### config.mk
export PLATFORM = sky130hd
export DESIGN_NAME = pot_percent_mode_direction_selector
export DESIGN_NICKNAME = d
export VERILOG_FILES = /design/src/pmds_pkg.sv /design/src/pmds_regs.sv /design/src/pmds_ctrl.sv /design/src/pmds_dp.sv /design/src/pot_percent_mode_direction_selector.sv
export SDC_FILE = /design/constraint.sdc
export NUM_CORES = 1
export LEC_CHECK = 0
export BUFFER_PORTS_ARGS = -buffer_cell sky130_fd_sc_hd__buf_2
export CORE_MARGIN = 5
export CORE_UTILIZATION = 40
export DETAILED_ROUTE_END_ITERATION = 12
export PLACE_DENSITY = 0.62
export SLEW_MARGIN = 10
export SYNTH_ARGS = -nofsm -noshare
export SYNTH_HDL_FRONTEND = slang
export SYNTH_SLANG_ARGS = --single-unit
export TNS_END_PERCENT = 5
### constraint.sdc
create_clock -name clk -period 4.55 [get_ports clk]
set_clock_uncertainty 0.05 [all_clocks]
set_input_delay 0.6825 -clock clk [delete_from_list [all_inputs] [get_ports clk]]
set_output_delay 0.6825 -clock clk [all_outputs]
set_load 0.05 [all_outputs]
### src/pmds_pkg.sv
// Shared types and constants for the potentiometer percent / mode / direction selector.
// No dependencies; imported by every module of the block.
package pmds_pkg;

  // register file addressing: 8 registers at byte offsets 4*i
  localparam int ADDR_W = 5;
  localparam int DATA_W = 32;
  localparam int PCT_W = 7;

  // restoring divider: for a non-empty span the quotient never exceeds 100, so seven bits suffice
  localparam int DIV_STEPS = 7;
  localparam logic [2:0] STEP_LAST = 3'(DIV_STEPS - 1);
  localparam logic [PCT_W-1:0] PCT_MAX = 7'd100;

  // register indexes
  localparam logic [2:0] REG_SPAN_MIN = 3'd0;
  localparam logic [2:0] REG_SPAN_MAX = 3'd1;
  localparam logic [2:0] REG_ERR_THR = 3'd2;
  localparam logic [2:0] REG_INACT_THR = 3'd3;
  localparam logic [2:0] REG_CW_LOW = 3'd4;
  localparam logic [2:0] REG_CW_HIGH = 3'd5;
  localparam logic [2:0] REG_CCW_LOW = 3'd6;
  localparam logic [2:0] REG_CCW_HIGH = 3'd7;

  // reset value of the span top, trimmed to the sample width where used
  localparam int SPAN_MAX_RST = 4095;

  // reset values of the percent registers
  localparam logic [PCT_W-1:0] ERR_THR_RST = 7'd80;
  localparam logic [PCT_W-1:0] INACT_THR_RST = 7'd20;
  localparam logic [PCT_W-1:0] CW_LOW_RST = 7'd30;
  localparam logic [PCT_W-1:0] CW_HIGH_RST = 7'd40;
  localparam logic [PCT_W-1:0] CCW_LOW_RST = 7'd60;
  localparam logic [PCT_W-1:0] CCW_HIGH_RST = 7'd70;

  // mode codes
  localparam logic [1:0] MODE_WORK = 2'd0;
  localparam logic [1:0] MODE_INACTIVE = 2'd1;
  localparam logic [1:0] MODE_ERROR = 2'd2;

  // direction codes
  localparam logic [1:0] DIR_INACTIVE = 2'd0;
  localparam logic [1:0] DIR_CW = 2'd1;
  localparam logic [1:0] DIR_CCW = 2'd2;

  // percent-domain settings
  typedef struct packed {
    logic [PCT_W-1:0] err_thr;
    logic [PCT_W-1:0] inact_thr;
    logic [PCT_W-1:0] cw_low;
    logic [PCT_W-1:0] cw_high;
    logic [PCT_W-1:0] ccw_low;
    logic [PCT_W-1:0] ccw_high;
  } pct_cfg_t;

  // controller to datapath commands
  typedef struct packed {
    logic load;    // capture clamped sample and span
    logic mul;     // form dividend num*100 + range/2
    logic step;    // one restoring divide step
    logic finish;  // classify and load output word
  } dp_cmd_t;

endpackage

### src/pmds_regs.sv
// APB-style configuration registers: span bounds, thresholds and windows.
// Depends on pmds_pkg.
module pmds_regs
  import pmds_pkg::*;
#(
  parameter int SAMPLE_BITS = 12
) (
  input  logic                   clk,
  input  logic                   rst_n,
  input  logic                   psel,
  input  logic                   penable,
  input  logic                   pwrite,
  input  logic [ADDR_W-1:0]      paddr,
  input  logic [DATA_W-1:0]      pwdata,
  output logic [DATA_W-1:0]      prdata,
  output logic [SAMPLE_BITS-1:0] span_min,
  output logic [SAMPLE_BITS-1:0] span_max,
  output pct_cfg_t               pct_cfg
);

  logic [SAMPLE_BITS-1:0] span_min_r;
  logic [SAMPLE_BITS-1:0] span_max_r;
  pct_cfg_t               pct_cfg_r;
  logic [2:0]             idx;
  logic                   wr_en;

  assign idx   = paddr[4:2];
  assign wr_en = psel & penable & pwrite;

  // register writes
  always_ff @(posedge clk) begin
    if (!rst_n) begin
      span_min_r          <= '0;
      span_max_r          <= SAMPLE_BITS'(SPAN_MAX_RST);
      pct_cfg_r.err_thr   <= ERR_THR_RST;
      pct_cfg_r.inact_thr <= INACT_THR_RST;
      pct_cfg_r.cw_low    <= CW_LOW_RST;
      pct_cfg_r.cw_high   <= CW_HIGH_RST;
      pct_cfg_r.ccw_low   <= CCW_LOW_RST;
      pct_cfg_r.ccw_high  <= CCW_HIGH_RST;
    end else if (wr_en) begin
      case (idx)
        REG_SPAN_MIN:  span_min_r          <= pwdata[SAMPLE_BITS-1:0];
        REG_SPAN_MAX:  span_max_r          <= pwdata[SAMPLE_BITS-1:0];
        REG_ERR_THR:   pct_cfg_r.err_thr   <= pwdata[PCT_W-1:0];
        REG_INACT_THR: pct_cfg_r.inact_thr <= pwdata[PCT_W-1:0];
        REG_CW_LOW:    pct_cfg_r.cw_low    <= pwdata[PCT_W-1:0];
        REG_CW_HIGH:   pct_cfg_r.cw_high   <= pwdata[PCT_W-1:0];
        REG_CCW_LOW:   pct_cfg_r.ccw_low   <= pwdata[PCT_W-1:0];
        REG_CCW_HIGH:  pct_cfg_r.ccw_high  <= pwdata[PCT_W-1:0];
        default: ;
      endcase
    end
  end

  // read mux
  always_comb begin
    case (idx)
      REG_SPAN_MIN:  prdata = DATA_W'(span_min_r);
      REG_SPAN_MAX:  prdata = DATA_W'(span_max_r);
      REG_ERR_THR:   prdata = DATA_W'(pct_cfg_r.err_thr);
      REG_INACT_THR: prdata = DATA_W'(pct_cfg_r.inact_thr);
      REG_CW_LOW:    prdata = DATA_W'(pct_cfg_r.cw_low);
      REG_CW_HIGH:   prdata = DATA_W'(pct_cfg_r.cw_high);
      REG_CCW_LOW:   prdata = DATA_W'(pct_cfg_r.ccw_low);
      REG_CCW_HIGH:  prdata = DATA_W'(pct_cfg_r.ccw_high);
      default:       prdata = '0;
    endcase
  end

  assign span_min = span_min_r;
  assign span_max = span_max_r;
  assign pct_cfg  = pct_cfg_r;

endmodule

### src/pmds_ctrl.sv
// Controller: sequences load, multiply, divide steps and finish; owns the output valid.
// Depends on pmds_pkg.
module pmds_ctrl
  import pmds_pkg::*;
(
  input  logic    clk,
  input  logic    rst_n,
  input  logic    in_valid,
  output logic    in_ready,
  output logic    out_valid,
  input  logic    out_ready,
  output dp_cmd_t cmd
);

  typedef enum logic [3:0] {
    S_IDLE = 4'b0001,
    S_MUL  = 4'b0010,
    S_DIV  = 4'b0100,
    S_FIN  = 4'b1000
  } state_t;

  state_t     state_r, state_nxt;
  logic [2:0] cnt_r, cnt_nxt;
  logic       out_valid_r, out_valid_nxt;

  // next-state logic
  always_comb begin
    state_nxt     = state_r;
    cnt_nxt       = cnt_r;
    out_valid_nxt = out_valid_r;
    cmd           = '0;
    if (out_valid_r && out_ready) begin
      out_valid_nxt = 1'b0;
    end
    case (state_r)
      S_IDLE: begin
        if (in_valid) begin
          cmd.load  = 1'b1;
          state_nxt = S_MUL;
        end
      end
      S_MUL: begin
        cmd.mul   = 1'b1;
        cnt_nxt   = '0;
        state_nxt = S_DIV;
      end
      S_DIV: begin
        cmd.step = 1'b1;
        cnt_nxt  = cnt_r + 3'd1;
        if (cnt_r == STEP_LAST) begin
          state_nxt = S_FIN;
        end
      end
      S_FIN: begin
        // wait for the output register to free up
        if (!out_valid_r || out_ready) begin
          cmd.finish    = 1'b1;
          out_valid_nxt = 1'b1;
          state_nxt     = S_IDLE;
        end
      end
      default: begin
        state_nxt = S_IDLE;
      end
    endcase
  end

  always_ff @(posedge clk) begin
    if (!rst_n) begin
      state_r     <= S_IDLE;
      cnt_r       <= '0;
      out_valid_r <= 1'b0;
    end else begin
      state_r     <= state_nxt;
      cnt_r       <= cnt_nxt;
      out_valid_r <= out_valid_nxt;
    end
  end

  assign in_ready  = (state_r == S_IDLE);
  assign out_valid = out_valid_r;

endmodule

### src/pmds_dp.sv
// Datapath: clamp, scale by 100, restoring divide, mode/direction classify, output word.
// Depends on pmds_pkg.
module pmds_dp
  import pmds_pkg::*;
#(
  parameter int SAMPLE_BITS = 12
) (
  input  logic                   clk,
  input  logic                   rst_n,
  input  dp_cmd_t                cmd,
  input  logic [SAMPLE_BITS-1:0] adc_sample,
  input  logic [SAMPLE_BITS-1:0] span_min,
  input  logic [SAMPLE_BITS-1:0] span_max,
  input  pct_cfg_t               pct_cfg,
  output logic [PCT_W-1:0]       percent,
  output logic [1:0]             mode,
  output logic [1:0]             direction
);

  localparam int DW = SAMPLE_BITS + PCT_W;

  logic [SAMPLE_BITS-1:0] num_r, range_r;
  logic                   empty_r;
  logic [DW-1:0]          rem_r, dsh_r;
  logic [PCT_W-1:0]       quo_r;
  logic [1:0]             dir_r, dir_nxt;
  logic [PCT_W-1:0]       pct_r;
  logic [1:0]             mode_r;

  logic [SAMPLE_BITS-1:0] clamped;
  logic                   ge;
  logic [PCT_W-1:0]       pct;
  logic [1:0]             mode_c;
  logic                   in_cw, in_ccw;

  // clamp sample into span
  always_comb begin
    if (adc_sample < span_min) begin
      clamped = span_min;
    end else if (adc_sample > span_max) begin
      clamped = span_max;
    end else begin
      clamped = adc_sample;
    end
  end

  assign ge = (rem_r >= dsh_r);

  // percent clamp and classification
  always_comb begin
    if (empty_r) begin
      pct = '0;
    end else if (quo_r > PCT_MAX) begin
      pct = PCT_MAX;
    end else begin
      pct = quo_r;
    end
    if (pct >= pct_cfg.err_thr) begin
      mode_c = MODE_ERROR;
    end else if (pct >= pct_cfg.inact_thr) begin
      mode_c = MODE_INACTIVE;
    end else begin
      mode_c = MODE_WORK;
    end
    in_cw   = (pct_cfg.cw_low <= pct) && (pct <= pct_cfg.cw_high);
    in_ccw  = (pct_cfg.ccw_low <= pct) && (pct <= pct_cfg.ccw_high);
    dir_nxt = dir_r;
    if (mode_c == MODE_WORK) begin
      if (in_cw) begin
        dir_nxt = DIR_CW;
      end else if (in_ccw) begin
        dir_nxt = DIR_CCW;
      end
    end
  end

  // working registers
  always_ff @(posedge clk) begin
    if (cmd.load) begin
      num_r   <= clamped - span_min;
      range_r <= span_max - span_min;
      empty_r <= (span_max <= span_min);
    end
    if (cmd.mul) begin
      rem_r <= DW'(num_r) * DW'(PCT_MAX) + DW'(range_r >> 1);
      dsh_r <= DW'(range_r) << (DIV_STEPS - 1);
      quo_r <= '0;
    end else if (cmd.step) begin
      if (ge) begin
        rem_r <= rem_r - dsh_r;
      end
      dsh_r <= dsh_r >> 1;
      quo_r <= {quo_r[PCT_W-2:0], ge};
    end
    if (cmd.finish) begin
      pct_r  <= pct;
      mode_r <= mode_c;
    end
  end

  // held motor direction
  always_ff @(posedge clk) begin
    if (!rst_n) begin
      dir_r <= DIR_INACTIVE;
    end else if (cmd.finish) begin
      dir_r <= dir_nxt;
    end
  end

  assign percent   = pct_r;
  assign mode      = mode_r;
  assign direction = dir_r;

endmodule

### src/pot_percent_mode_direction_selector.sv
// Top level of the potentiometer percent / mode / direction selector.
// Depends on pmds_pkg, pmds_regs, pmds_ctrl, pmds_dp.
//
//   port group   direction  word
//   in_*         input      adc_sample (valid/ready)
//   out_*        output     percent, mode, direction (valid/ready)
//   p*           APB        eight configuration registers at 4*i
//
// A word goes from its accepting edge to out_valid through the load at that edge,
// then one multiply, seven steps of the restoring divider and one finish.
// One word is worked at a time; in_ready returns with the finish, so a new word
// is accepted only after the earlier one has reached its finish.
// Reset (rst_n low, synchronous) restores register defaults and clears direction.
// A stalled result stays in the output register while the next word is accepted
// and computed; the finish waits only if the earlier result is still not taken.
module pot_percent_mode_direction_selector
  import pmds_pkg::*;
#(
  parameter int SAMPLE_BITS = 12
) (
  input  logic                   clk,
  input  logic                   rst_n,
  input  logic                   in_valid,
  output logic                   in_ready,
  input  logic [SAMPLE_BITS-1:0] in_adc_sample,
  output logic                   out_valid,
  input  logic                   out_ready,
  output logic [PCT_W-1:0]       out_percent,
  output logic [1:0]             out_mode,
  output logic [1:0]             out_direction,
  input  logic                   psel,
  input  logic                   penable,
  input  logic                   pwrite,
  input  logic [ADDR_W-1:0]      paddr,
  input  logic [DATA_W-1:0]      pwdata,
  output logic [DATA_W-1:0]      prdata,
  output logic                   pready
);

  logic [SAMPLE_BITS-1:0] span_min, span_max;
  pct_cfg_t               pct_cfg;
  dp_cmd_t                cmd;

  assign pready = 1'b1;

  pmds_regs #(.SAMPLE_BITS(SAMPLE_BITS)) u_regs (
    .clk      (clk),
    .rst_n    (rst_n),
    .psel     (psel),
    .penable  (penable),
    .pwrite   (pwrite),
    .paddr    (paddr),
    .pwdata   (pwdata),
    .prdata   (prdata),
    .span_min (span_min),
    .span_max (span_max),
    .pct_cfg  (pct_cfg)
  );

  pmds_ctrl u_ctrl (
    .clk       (clk),
    .rst_n     (rst_n),
    .in_valid  (in_valid),
    .in_ready  (in_ready),
    .out_valid (out_valid),
    .out_ready (out_ready),
    .cmd       (cmd)
  );

  pmds_dp #(.SAMPLE_BITS(SAMPLE_BITS)) u_dp (
    .clk        (clk),
    .rst_n      (rst_n),
    .cmd        (cmd),
    .adc_sample (in_adc_sample),
    .span_min   (span_min),
    .span_max   (span_max),
    .pct_cfg    (pct_cfg),
    .percent    (out_percent),
    .mode       (out_mode),
    .direction  (out_direction)
  );

`ifndef SYNTHESIS
  // percent never exceeds full scale
  a_pct_range: assert property (@(posedge clk) disable iff (!rst_n)
    out_valid |-> out_percent <= PCT_MAX)
    else $error("percent above 100");

  // one word in flight: accept drops ready
  a_one_item: assert property (@(posedge clk) disable iff (!rst_n)
    in_valid && in_ready |=> !in_ready)
    else $error("second word accepted while busy");

  // error mode only at or above the error threshold
  a_err_mode: assert property (@(posedge clk) disable iff (!rst_n)
    $rose(out_valid) && out_mode == MODE_ERROR |-> out_percent >= pct_cfg.err_thr)
    else $error("error mode below threshold");

  // direction only changes on a work-mode result
  a_dir_hold: assert property (@(posedge clk) disable iff (!rst_n)
    $rose(out_valid) && out_mode != MODE_WORK && $past(rst_n) |->
      out_direction == $past(out_direction))
    else $error("direction changed outside work mode");
`endif

endmodule

=== Word level (Yosys, flattened, before mapping) ===
Index checks and enable logic that the tools add are counted.

* Register bits after elaboration: 154
* Input port bits: 56
* Output and inout port bits: 46
* Word-level logic and storage cells: 105

* Add/sub/neg operators: 5
* Multipliers: 1
* Magnitude comparators: 11
* Equal/unequal tests: 15
* Muxes and demuxes: 28
* Bitwise gates (word level): 2
* Reductions and logical operators: 22

{| class="wikitable"
|+ Operators by type and width
! operator !! count
|-
| 32-bit one-hot mux with 8 select lines || 1
|-
| 19-bit two-way mux || 3
|-
| 18-bit two-way mux || 2
|-
| 7-bit <= comparator || 4
|-
| 12-bit two-way mux || 2
|-
| 12-bit subtractor || 2
|-
| 19-bit by 11-bit adder with 19-bit output || 1
|-
| 19-bit by 18-bit >= comparator with 1-bit output || 1
|-
| 19-bit by 18-bit subtractor with 19-bit output || 1
|-
| 2-bit AND reduction || 9
|-
| 12-bit by 5-bit multiplier with 17-bit output (second input constant) || 1
|-
| 4-bit one-hot mux with 4 select lines || 1
|-
| 3-bit equality test (second input constant) || 5
|-
| 7-bit >= comparator || 2
|-
| 7-bit two-way mux || 2
|-
| 12-bit > comparator || 1
|-
| 12-bit <= comparator || 1
|-
| 12-bit < comparator || 1
|-
| 4-bit two-way mux || 3
|-
| 1-bit two-way mux || 10
|-
| 2-bit nonzero test || 4
|-
| 7-bit > comparator (second input constant) || 1
|-
| 3-bit by 2-bit equality test with 1-bit output (second input constant) || 2
|-
| 2-bit two-way mux || 3
|-
| other kinds (16) || 21
|}

=== Logic depth before layout (Yosys ltp) ===
Gate-level depths: netlist of the first run.

* Word-level depth: 8
* Mapped depth: 22
* Gate-level depth less buffers: 21

=== Hierarchy ===
Synthesis of the first run repeated with hierarchy kept, for this count alone.

* Cells, all modules: 1370
* Area total of the unflattened synthesis: 11976.5 um2

{| class="wikitable"
|+ By module, submodules not included
! module !! times used !! cells each !! area an instance (um2) !! seq. area each (um2)
|-
| pmds_dp || 1 || 910 || 8260.4 || 2252.2
|-
| pmds_regs || 1 || 411 || 3291.9 || 1321.3
|-
| pmds_ctrl || 1 || 47 || 412.9 || 160.2
|-
| pot_percent_mode_direction_selector || 1 || 2 || 11.3 || 0.0
|}

=== Worst setup path before layout of the first run ===
No wires, ideal clock.

* Path type: input port to flip-flop
* Start point: input port in_adc_sample[1]
* End point: register u_dp.num_r[10] (data pin)
* Library setup time: 258 ps
* Arrival time: 4071 ps
* Data required time: 4242 ps
* Setup slack: 171 ps
* Stages on the path: 20
* Path buffers: 1
* Cells stage by stage: ha_1 nor2b_1 o21a_1 o21a_1 o21ai_0 a41o_1 buf_2 o211ai_1 o21ai_0 ha_1 inv_1 fa_1 a21o_1 a21oi_1 o21bai_1 a21oi_1 o21ai_0 a21o_1 a21oi_1 xnor2_1

* Cells in the longest elaborated chain, start to end: 4
* Elaborated cells between the ends (all ways): 5

{| class="wikitable"
|+ RTL lines
! element !! RTL line !! source
|-
| start, declared || pot_percent_mode_direction_selector.sv:25 || <nowiki>input logic [SAMPLE_BITS-1:0] in_adc_sample,</nowiki>
|-
| 12-bit > comparator || pmds_dp.sv:40 || <nowiki>end else if (adc_sample > span_max) begin</nowiki>
|-
| 12-bit two-way mux || pmds_dp.sv:40 ||
|-
| 12-bit two-way mux (*) || pmds_dp.sv:38 || <nowiki>if (adc_sample < span_min) begin</nowiki>
|-
| 12-bit subtractor (*) || pmds_dp.sv:80 || <nowiki>num_r <= clamped - span_min;</nowiki>
|-
| end signal, assigned || pmds_dp.sv:80 ||
|-
| end, declared || pmds_dp.sv:22 || <nowiki>logic [SAMPLE_BITS-1:0] num_r, range_r;</nowiki>
|}

Every way passes the cells marked *; elsewhere a longest branch is shown, timed or not.
A chain may end at the register's enable or synchronous reset.

=== Worst setup path in the final report of the first run ===
* Start point: register u_regs.span_max_r[1] (netlist: u_regs.span_max[1])
* End point: register u_dp.num_r[10] (data pin)

* Cells in the longest elaborated chain, start to end: 4

{| class="wikitable"
|+ RTL lines
! element !! RTL line !! source
|-
| start, declared || pmds_regs.sv:22 || <nowiki>logic [SAMPLE_BITS-1:0] span_max_r;</nowiki>
|-
| start signal, assigned || pmds_regs.sv:34 || <nowiki>span_max_r <= SAMPLE_BITS'(SPAN_MAX_RST);</nowiki>
|-
| start signal, assigned || pmds_regs.sv:44 || <nowiki>REG_SPAN_MAX: span_max_r <= pwdata[SAMPLE_BITS-1:0];</nowiki>
|-
| 12-bit > comparator || pmds_dp.sv:40 ||
|-
| 12-bit two-way mux (*) || pmds_dp.sv:40 ||
|-
| 12-bit two-way mux (*) || pmds_dp.sv:38 ||
|-
| 12-bit subtractor (*) || pmds_dp.sv:80 ||
|}

Marked as above.

==> flow_metrics.env, run 1 <==
export IMPL_die_h_um=181
export IMPL_viasPerCell=5.30
export IMPL_cp_data_required_time_ns=4.68
export IMPL_route_vias_total=9331
export IMPL_synth_most_common_cell="ha_1"
export IMPL_worst_path_max_fanout=4
export IMPL_power_density_nw_per_um2=624
export IMPL_cts_tree="built"
export IMPL_synth_warnings=0
export IMPL_p_total_mw=8.11
export IMPL_totalWireLength_mm=28.5
export IMPL_synth_seq_cells=154
export IMPL_drive_above_1_share=0.101
export IMPL_cts_resized=0
export IMPL_synthCells=1310
export IMPL_grt_pass1_wl_mm=46.9
export IMPL_synth_common_cells="ha_1, inv_1, nand2_1"
export IMPL_wire_per_inst_um=16.2
export IMPL_grt_pass1_vias=9111
export IMPL_synth_area_leaders="ha_1, edfxtp_1, dfxtp_1, mux2i_1, inv_1"
export IMPL_setup_viol=0
export IMPL_regToRegSetupSlack_ns=0.37
export IMPL_antenna_found_initial=0
export IMPL_synth_top_area_cell="ha_1"
export IMPL_clock_path_buffers=2
export IMPL_grt_max_degree=54
export IMPL_clkLatencyLatePin_ns=0.43
export IMPL_rsz0062_at_grt="false"
export IMPL_numCtsBuffers=17
export IMPL_syn_avg_cell_area_um2=8.93
export IMPL_clock_sinks=154
export IMPL_path_clk_slew_ns=0.07
export IMPL_htree_num_levels=4
export IMPL_drtIter0Drc=503
export IMPL_start_kind="register"
export IMPL_antennaDiodeCount=0
export IMPL_cp_end_kind="register"
export IMPL_antenna_left=0
export IMPL_relSlewSlack=0.265
export IMPL_numPlacedInstances=1727
export IMPL_synth_edff_count=65
export IMPL_grt_ovfl_total=0
export IMPL_critPathArrivalTime_ns=4.31
export IMPL_worst_pin_slew_ns=1.10
export IMPL_run_status="completed"
export IMPL_cts_hold_fix_buffers=0
export IMPL_min_period_over_period=0.919
export IMPL_synth_cell_area_um2=11700
export IMPL_regArea_um2=3730
export IMPL_p_leak_nw=5.54
export IMPL_place_congestion=0.857
export IMPL_synthDominantCellAreaShare=0.169
export IMPL_core_area_um2=28800
export IMPL_max_freq_mhz=239
export IMPL_maxCapViolCount=0
export IMPL_dieArea_um2=32800
export IMPL_area_delta_synth_final_pct=11.0
export IMPL_die_width_um=181
export IMPL_cts_root_buffer="clkbuf_16"
export IMPL_multi_input_area_um2=7240
export IMPL_synth_seq_area_share=0.319
export IMPL_async_flop_share=0
export IMPL_io_buffers=58
export IMPL_route_detailed_drc=0
export IMPL_dp_hpwl_mm=22.0
export IMPL_stdcell_count=1759
export IMPL_setup_worst_path_class="reg2reg"
export IMPL_post_cts_buffers=0
export IMPL_fill_cells=2795
export IMPL_start_util=0.407
export IMPL_ys_flop_type="dfxtp_1"
export IMPL_core_rowCount=62
export IMPL_fin_nets=1587
export IMPL_ioPinCount=102
export IMPL_timing_setup_tns_ns=0
export IMPL_yosysUniqueCellTypes=74
export IMPL_ir_drop_mv=0.467
export IMPL_hp_class="reg2reg"
export IMPL_grt_usage=0.173
export IMPL_finalMaxSlewViolations=0
export IMPL_post_route_min_period_ns=4.18
export IMPL_drtPass1Iterations=8
export IMPL_hold_viol_final=0
[power breakdown]
| part | total, mW | internal (mW) | leakage, nW | switching, mW |
|---|---|---|---|---|
| clock | 1.46 | 0.789 | 0.298 | 0.668 |
| sequential | 1.76 | 1.67 | 1.30 | 0.0907 |
| combinational | 4.89 | 2.01 | 3.94 | 2.88 |
| total | 8.11 | 4.47 | 5.54 | 3.64 |
[kinds of logic after synthesis]
kind of cell             count (synthesis)  share of synthesized area
flip-flops                             154                      0.319
multiplexers                            61                     0.0544
XOR/XNOR                                53                     0.0410
other                                    2                   0.000642
buffers and inverters                  197                     0.0703
AND/OR/NAND/NOR                        358                      0.148
adder cells (fa/ha/maj)                169                      0.188
AO/OA/AOI/OAI                          316                      0.179
[path summary, 6_finish.rpt]
path                      start                end  depth (start not counted)
max          u_regs.span_max[1]     u_dp.num_r[10]                         20
min           u_dp.direction[1]  u_dp.direction[1]                          2
max reg2reg  u_regs.span_max[1]     u_dp.num_r[10]                         20
min reg2reg   u_dp.direction[1]  u_dp.direction[1]                          2
[critical path, cell delays in order, from the launching register on]
cell and delay (ns):
dfxtp_1 0.39, inv_1 0.08, ha_1 0.28, nor2b_1 0.13, o21a_1 0.16, o21a_1 0.17, o21ai_0 0.23, a41o_1 0.32
o211ai_1 0.10, o21ai_0 0.10, ha_1 0.17, inv_1 0.06, fa_1 0.39, a21o_1 0.18, a21oi_1 0.20, o21bai_1 0.09
a21oi_1 0.24, o21ai_0 0.16, a21o_1 0.19, a21oi_1 0.17, xnor2_1 0.08
[metrics by stage]
| stage | util | instance area [µm²] | hold slack (ns) | setup slack [ns] |
|---|---|---|---|---|
| 6_report | 0.451 | 13000 | 0.400 | 0.369 |
| 5_1_grt | 0.451 | 13000 | 0.426 | 0.0797 |
| 4_1_cts | 0.451 | 13000 | 0.400 | 0.381 |
| 3_5_place_dp | 0.430 | 12400 | 0.389 | 0.0273 |
| 3_3_place_gp | 0.430 | 12400 | 0.380 | 0.0494 |
| 2_1_floorplan | - | 11800 | 0.382 | 0.171 |
[layer usage]
metal / share of wire / vias to the layer above / global-route usage / routed length (µm)
met1: 0.47 / 4417 / 0.233 / 13400
met3: 0.037 / 25 / 0.0197 / 1050
met4: 0.015 / 0 / 0.0411 / 415
met2: 0.48 / 157 / 0.297 / 13700
met5: 0 / - / 0 / 0
li1: - / 4732 / - / -
[sequential cells by signal (all words and copies together), names as in the netlist]
register and cells:
u_regs.pct_cfg 42, u_dp.rem_r 19, u_dp.dsh_r 18, u_dp.num_r 12
u_dp.range_r 12, u_regs.span_max 12, u_regs.span_min 12, u_dp.percent 7
u_dp.quo_r 7, u_ctrl.state_r 4, u_ctrl.cnt_r 3, u_dp.direction 2
u_dp.mode 2, u_ctrl.out_valid 1, u_dp.empty_r 1
[cell usage in the layout (no fill, tap or decap), drive strengths merged, types with 5 or more instances in the layout]
cell	instances
nand2b	11
fa	11
nor2b	44
nand4	22
a21boi	18
nand3	15
o21ai	64
a211oi	12
xor2	18
a21oi	80
o22ai	11
o21bai	5
a31oi	6
or2	7
o31ai	5
dfxtp	89
clkinv	7
a22o	9
nor3	17
nand3b	8
o21a	16
inv	142
a21o	18
a31o	6
nor2	82
clkbuf	17
buf	76
ha	158
edfxtp	65
conb	21
mux2i	58
xnor2	35
nand2	124
o211ai	31
and2	7
[area by class of cell]
cell class	count	share of cell area
multi-input combinational	978	0.557
sequential	154	0.287
inverter	135	0.0390
tap	384	0.0370
clock buffer	17	0.0327
timing repair buffer	76	0.0327
clock inverter	15	0.0142
(Power assumes the default switching activity.)
==> run 2: changes to the inputs <==
--- a/config.mk
+++ b/config.mk
@@ -9,5 +9,7 @@
 export CORE_MARGIN = 5
 export CORE_UTILIZATION = 40
+export CTS_BUF_LIST = sky130_fd_sc_hd__clkbuf_2 sky130_fd_sc_hd__clkbuf_4 sky130_fd_sc_hd__clkbuf_8
 export DETAILED_ROUTE_END_ITERATION = 12
+export HOLD_SLACK_MARGIN = 0.05
 export PLACE_DENSITY = 0.62
 export SLEW_MARGIN = 10
--- a/constraint.sdc
+++ b/constraint.sdc
@@ -3,3 +3,3 @@
 set_input_delay 0.6825 -clock clk [delete_from_list [all_inputs] [get_ports clk]]
 set_output_delay 0.6825 -clock clk [all_outputs]
-set_load 0.05 [all_outputs]
+set_load 0.01 [all_outputs]
==> run 2 against run 1 <==
  * Utilization decreased by 0.61 points
  * Sequential share of layout area increased by 0.40 points
  * Final cell count about the same
==> flow_metrics.env, run 2 (synthesized netlist as in run 1, its figures left out) <==
export IMPL_run_status="completed"
export IMPL_pwr_share_clk=0.144
export IMPL_clock_path_buffers=2
export IMPL_path_clk_slew_ns=0.10
export IMPL_largest_reg_flops=42
export IMPL_final_core_util=0.445
export IMPL_p_total_mw=7.64
export IMPL_core_area_um2=28800
export IMPL_grt_max_degree=54
export IMPL_dieArea_um2=32800
export IMPL_dp_hpwl_mm=22.1
export IMPL_maxCapViolCount=0
export IMPL_grt_pass1_wl_mm=46.8
export IMPL_p_sw_frac=0.455
export IMPL_antenna_found_initial=0
export IMPL_totalWireLength_mm=28.3
export IMPL_die_width_um=181
export IMPL_drtPass1Iterations=7
export IMPL_viasPerCell=5.34
export IMPL_area_delta_synth_final_pct=9.53
export IMPL_post_route_min_period_ns=4.23
export IMPL_drive_above_1_share=0.102
export IMPL_finalMaxSlewViolations=0
export IMPL_fin_nets=1588
export IMPL_clock_sinks=154
export IMPL_clkLatencyLatePin_ns=0.46
export IMPL_p_switching_mw=3.48
export IMPL_ioPinCount=102
export IMPL_power_density_nw_per_um2=596
export IMPL_fill_cells=2809
export IMPL_cts_root_buffer="clkbuf_8"
export IMPL_worst_pin_slew_ns=1.10
export IMPL_pwr_share_seq=0.230
export IMPL_min_period_over_period=0.930
export IMPL_htree_num_levels=4
export IMPL_max_freq_mhz=236
export IMPL_critPathArrivalTime_ns=4.39
export IMPL_cts_hold_fix_buffers=0
export IMPL_setup_worst_path_class="reg2reg"
export IMPL_timing_setup_tns_ns=0
export IMPL_p_leak_nw=5.45
export IMPL_cts_resized=0
export IMPL_reg_largest_list="u_regs.pct_cfg x42, u_dp.rem_r x19, u_dp.dsh_r x18"
export IMPL_antennaDiodeCount=0
export IMPL_rsz0062_at_grt="false"
export IMPL_numCtsBuffers=17
export IMPL_ir_drop_mv=0.496
export IMPL_hold_viol_final=0
export IMPL_io_buffers=58
export IMPL_cts_tree="built"
export IMPL_setup_viol=0
export IMPL_route_detailed_drc=0
export IMPL_top_register="u_regs.pct_cfg"
export IMPL_numPlacedInstances=1728
export IMPL_start_util=0.407
export IMPL_layout_commonest_cell="ha_1"
export IMPL_hp_class="reg2reg"
export IMPL_grt_usage=0.172
export IMPL_comb_power_share=0.626
export IMPL_drtIter0Drc=481
export IMPL_grt_pass1_vias=9145
export IMPL_stdcell_count=1760
export IMPL_die_h_um=181
export IMPL_final_cell_mix="ha_1, inv_1, nand2_1"
export IMPL_antenna_left=0
export IMPL_place_congestion=0.858
export IMPL_wire_per_inst_um=16.1
export IMPL_relSlewSlack=0.268
export IMPL_worst_path_max_fanout=4
export IMPL_core_rowCount=62
export IMPL_start_kind="register"
export IMPL_grt_ovfl_total=0
export IMPL_post_cts_buffers=0
export IMPL_p_int_mw=4.16
export IMPL_cp_data_required_time_ns=4.71
export IMPL_route_vias_total=9406
export IMPL_cp_end_kind="register"
run 2: cell types whose count changed in the layout (fill, tap and decap cells not counted), sizes merged:
cell      delta
clkinv       -2
clkbuf       +1
buf          +1
clkinvlp     +1
run 2: layout make-up:
type | instances | area (µm²) | share of cell area
clock buffer | 18 | 248 | 0.0193
multi-input combinational | 978 | 7240 | 0.565
tap | 384 | 480 | 0.0375
clock inverter | 14 | 178 | 0.0139
inverter | 135 | 507 | 0.0395
timing repair buffer | 77 | 433 | 0.0338
sequential | 154 | 3730 | 0.291
run 2: worst paths after layout:
kind	cells past startpoint	to	slack (ns)	from
worst min-delay path	2	u_dp.direction[1]	0.40	u_dp.direction[1]
worst max-delay path	20	u_dp.num_r[10]	0.32	u_regs.span_max[1]
worst min register to register	2	u_dp.direction[1]	0.40	u_dp.direction[1]
worst max register to register	20	u_dp.num_r[10]	0.32	u_regs.span_max[1]
run 2: worst max-delay path, cell delays in order, from the launching register on:
cell      delay (ns)
dfxtp_1         0.41
inv_1           0.08
ha_1            0.29
nor2b_1         0.14
o21a_1          0.16
o21a_1          0.17
o21ai_0         0.22
a41o_1          0.32
o211ai_1        0.11
o21ai_0         0.11
ha_1            0.17
inv_1           0.06
fa_1            0.39
a21o_1          0.18
a21oi_1         0.20
o21bai_1        0.09
a21oi_1         0.23
o21ai_0         0.16
a21o_1          0.20
a21oi_1         0.17
xnor2_1         0.09
run 2: metrics by stage:
stage	setup slack (ns)	cell area, µm²	hold slack, ns
6_report	0.320	12800	0.403
5_1_grt	0.00321	12800	0.403
4_1_cts	0.312	12800	0.381
3_5_place_dp	-0.0221	12400	0.388
3_3_place_gp	0.0503	12400	0.380
2_1_floorplan	0.171	11800	0.382
run 2: power groups by stage:
stage          combinational (mW)  sequential (mW)  clock (mW)
2_1_floorplan                3.87             1.76           0
3_3_place_gp                 4.70             1.79           0
3_5_place_dp                 4.79             1.79           0
4_1_cts                      4.82             1.76        1.13
5_1_grt                      5.43             1.78        1.19
6_report                     4.79             1.76        1.10
run 2: layer usage:
metal	up-vias	part of all wire	track usage
met5	-	0	0
met4	0	0.014	0.0393
met1	4477	0.47	0.230
li1	4722	-	-
met3	34	0.036	0.0231
met2	173	0.48	0.297
==> run 3: changes to the inputs <==
Settings changed: SYNTH_HIERARCHICAL set to 1.
==> run 3 against run 2 <==
  * Register-to-register slack worse by 0.05 ns
  * Fmax is 1.1% lower
  * Critical endpoint is now u_dp/num_r[11]
  * Total power is 35% lower
  * Utilization is 0.65 points lower
  * Hold slack worse by 0.015 ns
  * Sequential share of layout area is 0.42 points lower
  * Final cell count is 2.9% higher
  * Wire length is 1.7% higher
  * Clock power is 9% higher
  * Clock-buffer cell count stayed put
  * Non-clock buffer count is 3 lower
==> flow_metrics.env, run 3 <==
export IMPL_synth_seq_area_share=0.312
export IMPL_post_cts_buffers=0
export IMPL_synthDominantCellAreaShare=0.165
export IMPL_post_route_min_period_ns=4.28
export IMPL_synth_warnings=6
export IMPL_worst_path_max_fanout=4
export IMPL_worst_path_max_delay_cell="a41o_1"
export IMPL_path_clk_slew_ns=0.09
export IMPL_hp_class="in2reg"
export IMPL_whs_endpoint="u_regs/span_max[11]"
export IMPL_htree_num_levels=4
export IMPL_dp_slack_ns=-0.0459
export IMPL_cts_root_buffer="clkbuf_8"
export IMPL_drtIter0Drc=724
export IMPL_top_register="u_regs/pct_cfg"
export IMPL_drtPass1Iterations=7
export IMPL_design_area_um2=13000
export IMPL_synth_most_common_cell="ha_1"
export IMPL_rsz0062_at_grt="false"
export IMPL_ir_drop_mv=0.255
export IMPL_grt_pass1_wl_mm=47.0
export IMPL_dpl_cell_area_um2=12600
export IMPL_crit_family="compound AO/OA/AOI/OAI gates"
export IMPL_io_buffers=58
export IMPL_clock_path_buffers=2
export IMPL_worstReg2RegStart="u_regs/span_max[1]"
export IMPL_setup_worst_path_class="reg2reg"
export IMPL_syn_avg_cell_area_um2=8.74
export IMPL_grt_ovfl_total=0
export IMPL_synthCells=1370
export IMPL_min_period_over_period=0.940
export IMPL_clkLatencyLatePin_ns=0.47
export IMPL_yosysUniqueCellTypes=85
export IMPL_route_detailed_drc=0
export IMPL_async_flop_share=0
export IMPL_antennaDiodeCount=0
export IMPL_relSlewSlack=0.261
export IMPL_dp_hpwl_mm=22.2
export IMPL_p_leak_nw=5.71
export IMPL_start_util=0.404
export IMPL_place_congestion=0.853
export IMPL_p_total_mw=4.97
export IMPL_worstRegToRegCells=17
export IMPL_grt_pass1_vias=9230
export IMPL_numCtsBuffers=17
export IMPL_max_freq_mhz=234
export IMPL_setup_viol=0
export IMPL_fill_cells=2948
export IMPL_timing_critical_path_buf_inv=1
export IMPL_reg_largest_list="u_regs/pct_cfg x42, u_dp/rem_r x19, u_dp/dsh_r x18"
export IMPL_viasPerCell=5.32
export IMPL_die_h_um=183
export IMPL_final_cell_mix="ha_1, inv_1, nand2_1"
export IMPL_cts_hold_fix_buffers=0
export IMPL_core_rowCount=63
export IMPL_synth_top_area_cell="ha_1"
export IMPL_synth_area_leaders="ha_1, edfxtp_1, dfxtp_1, inv_1, nand2_1"
export IMPL_antenna_found_initial=0
export IMPL_maxCapViolCount=0
export IMPL_start_kind="register"
export IMPL_wire_per_inst_um=15.9
export IMPL_synth_common_cells="ha_1, inv_1, nand2_1"
export IMPL_critPathArrivalTime_ns=4.42
export IMPL_clock_sinks=154
export IMPL_crit_path_cell_trace="inv_1 -> ha_1 -> nor2b_1 -> o21a_1 -> o21a_1 -> o21ai_0 -> a41o_1 -> mux2i_1 -> a21oi_1 -> ha_1 -> a21o_1 -> a21oi_1 -> o21bai_1 -> a31oi_1 -> o21ai_0 -> o41ai_1 -> xor2_1"
export IMPL_layout_commonest_cell="ha_1"
export IMPL_synth_edff_count=65
export IMPL_grt_usage=0.171
export IMPL_cp_end_kind="register"
export IMPL_route_vias_total=9629
export IMPL_regToRegSetupSlack_ns=0.27
export IMPL_hold_depth=3
export IMPL_dieArea_um2=33500
export IMPL_synth_cell_area_um2=12000
export IMPL_ys_flop_type="dfxtp_1"
export IMPL_setup_ws_ns=0.272
export IMPL_finalMaxSlewViolations=0
export IMPL_power_density_nw_per_um2=382
export IMPL_timing_rr_end="u_dp/num_r[11]"
export IMPL_synth_seq_cells=154
export IMPL_fin_nets=1633
export IMPL_crit_path_max_incr_delay_ns=0.34
export IMPL_final_core_util=0.439
export IMPL_totalWireLength_mm=28.8
export IMPL_grt_max_degree=70
export IMPL_ioPinCount=102
export IMPL_drive_above_1_share=0.0929
export IMPL_antenna_left=0
export IMPL_stdcell_count=1811
export IMPL_numPlacedInstances=1779
export IMPL_cts_tree="built"
export IMPL_area_delta_synth_final_pct=8.59
export IMPL_die_width_um=183
export IMPL_worst_pin_slew_ns=1.11
export IMPL_cp_data_required_time_ns=4.70
export IMPL_hold_viol_final=0
export IMPL_timing_setup_tns_ns=0
export IMPL_holdCritStartpoint="pwdata[11]"
export IMPL_cts_resized=0
export IMPL_holdWs_ns=0.388
export IMPL_run_status="completed"
export IMPL_largest_reg_flops=42
export IMPL_core_area_um2=29600
run 3: cell families after synthesis:
kind of cell	share of synthesized area
AOI/OAI and AO/OA	0.184
xor gates and xnor gates	0.0402
adders and majority gates	0.183
buffers and inverters	0.0772
DFF	0.312
muxes	0.0377
other	0.000627
and+or+nand+nor	0.165
run 3: where the power goes:
| part | switching, mW | total [mW] | internal (mW) |
|---|---|---|---|
| clock | 0.570 | 1.20 | 0.628 |
| sequential | 0.0401 | 1.54 | 1.50 |
| combinational | 1.29 | 2.23 | 0.938 |
| total | 1.90 | 4.97 | 3.07 |
run 3: final cells by class:
class	instances	area (µm²)	area share
repair buffers	74	410	0.0316
clock buffers	18	248	0.0190
well taps	390	488	0.0375
clock inverters	14	206	0.0159
multi-input cells	1022	7400	0.569
inverters	139	522	0.0401
flip-flops and latches	154	3730	0.287
run 3: how the worst max path moves through the flow:
stage | startpoint | to | slack (ns) | depth (start not counted)
detailed placement | in_adc_sample[1] | u_dp/num_r[11] | -0.05 | 17
global placement | in_adc_sample[1] | u_dp/num_r[10] | 0.07 | 20
finish | u_regs/span_max[1] | u_dp/num_r[11] | 0.27 | 17
global route | u_regs/span_max[11] | u_dp/num_r[10] | 0.008 | 21
floorplan | in_adc_sample[1] | u_dp/num_r[10] | 0.18 | 20
CTS | u_regs/span_max[1] | u_dp/num_r[11] | 0.31 | 17
run 3: worst min-delay path: cells and delay by family:
| kind | cells | cell delay (ns) |
|---|---|---|
| buffers and inverters | 1 | 0.09 |
| AND/OR/NAND/NOR | 2 | 0.10 |
run 3: layer usage:
metal	global-route usage	share of wire
met2	0.288	0.47
met4	0.0423	0.015
met5	0	0
met1	0.234	0.47
met3	0.0236	0.041
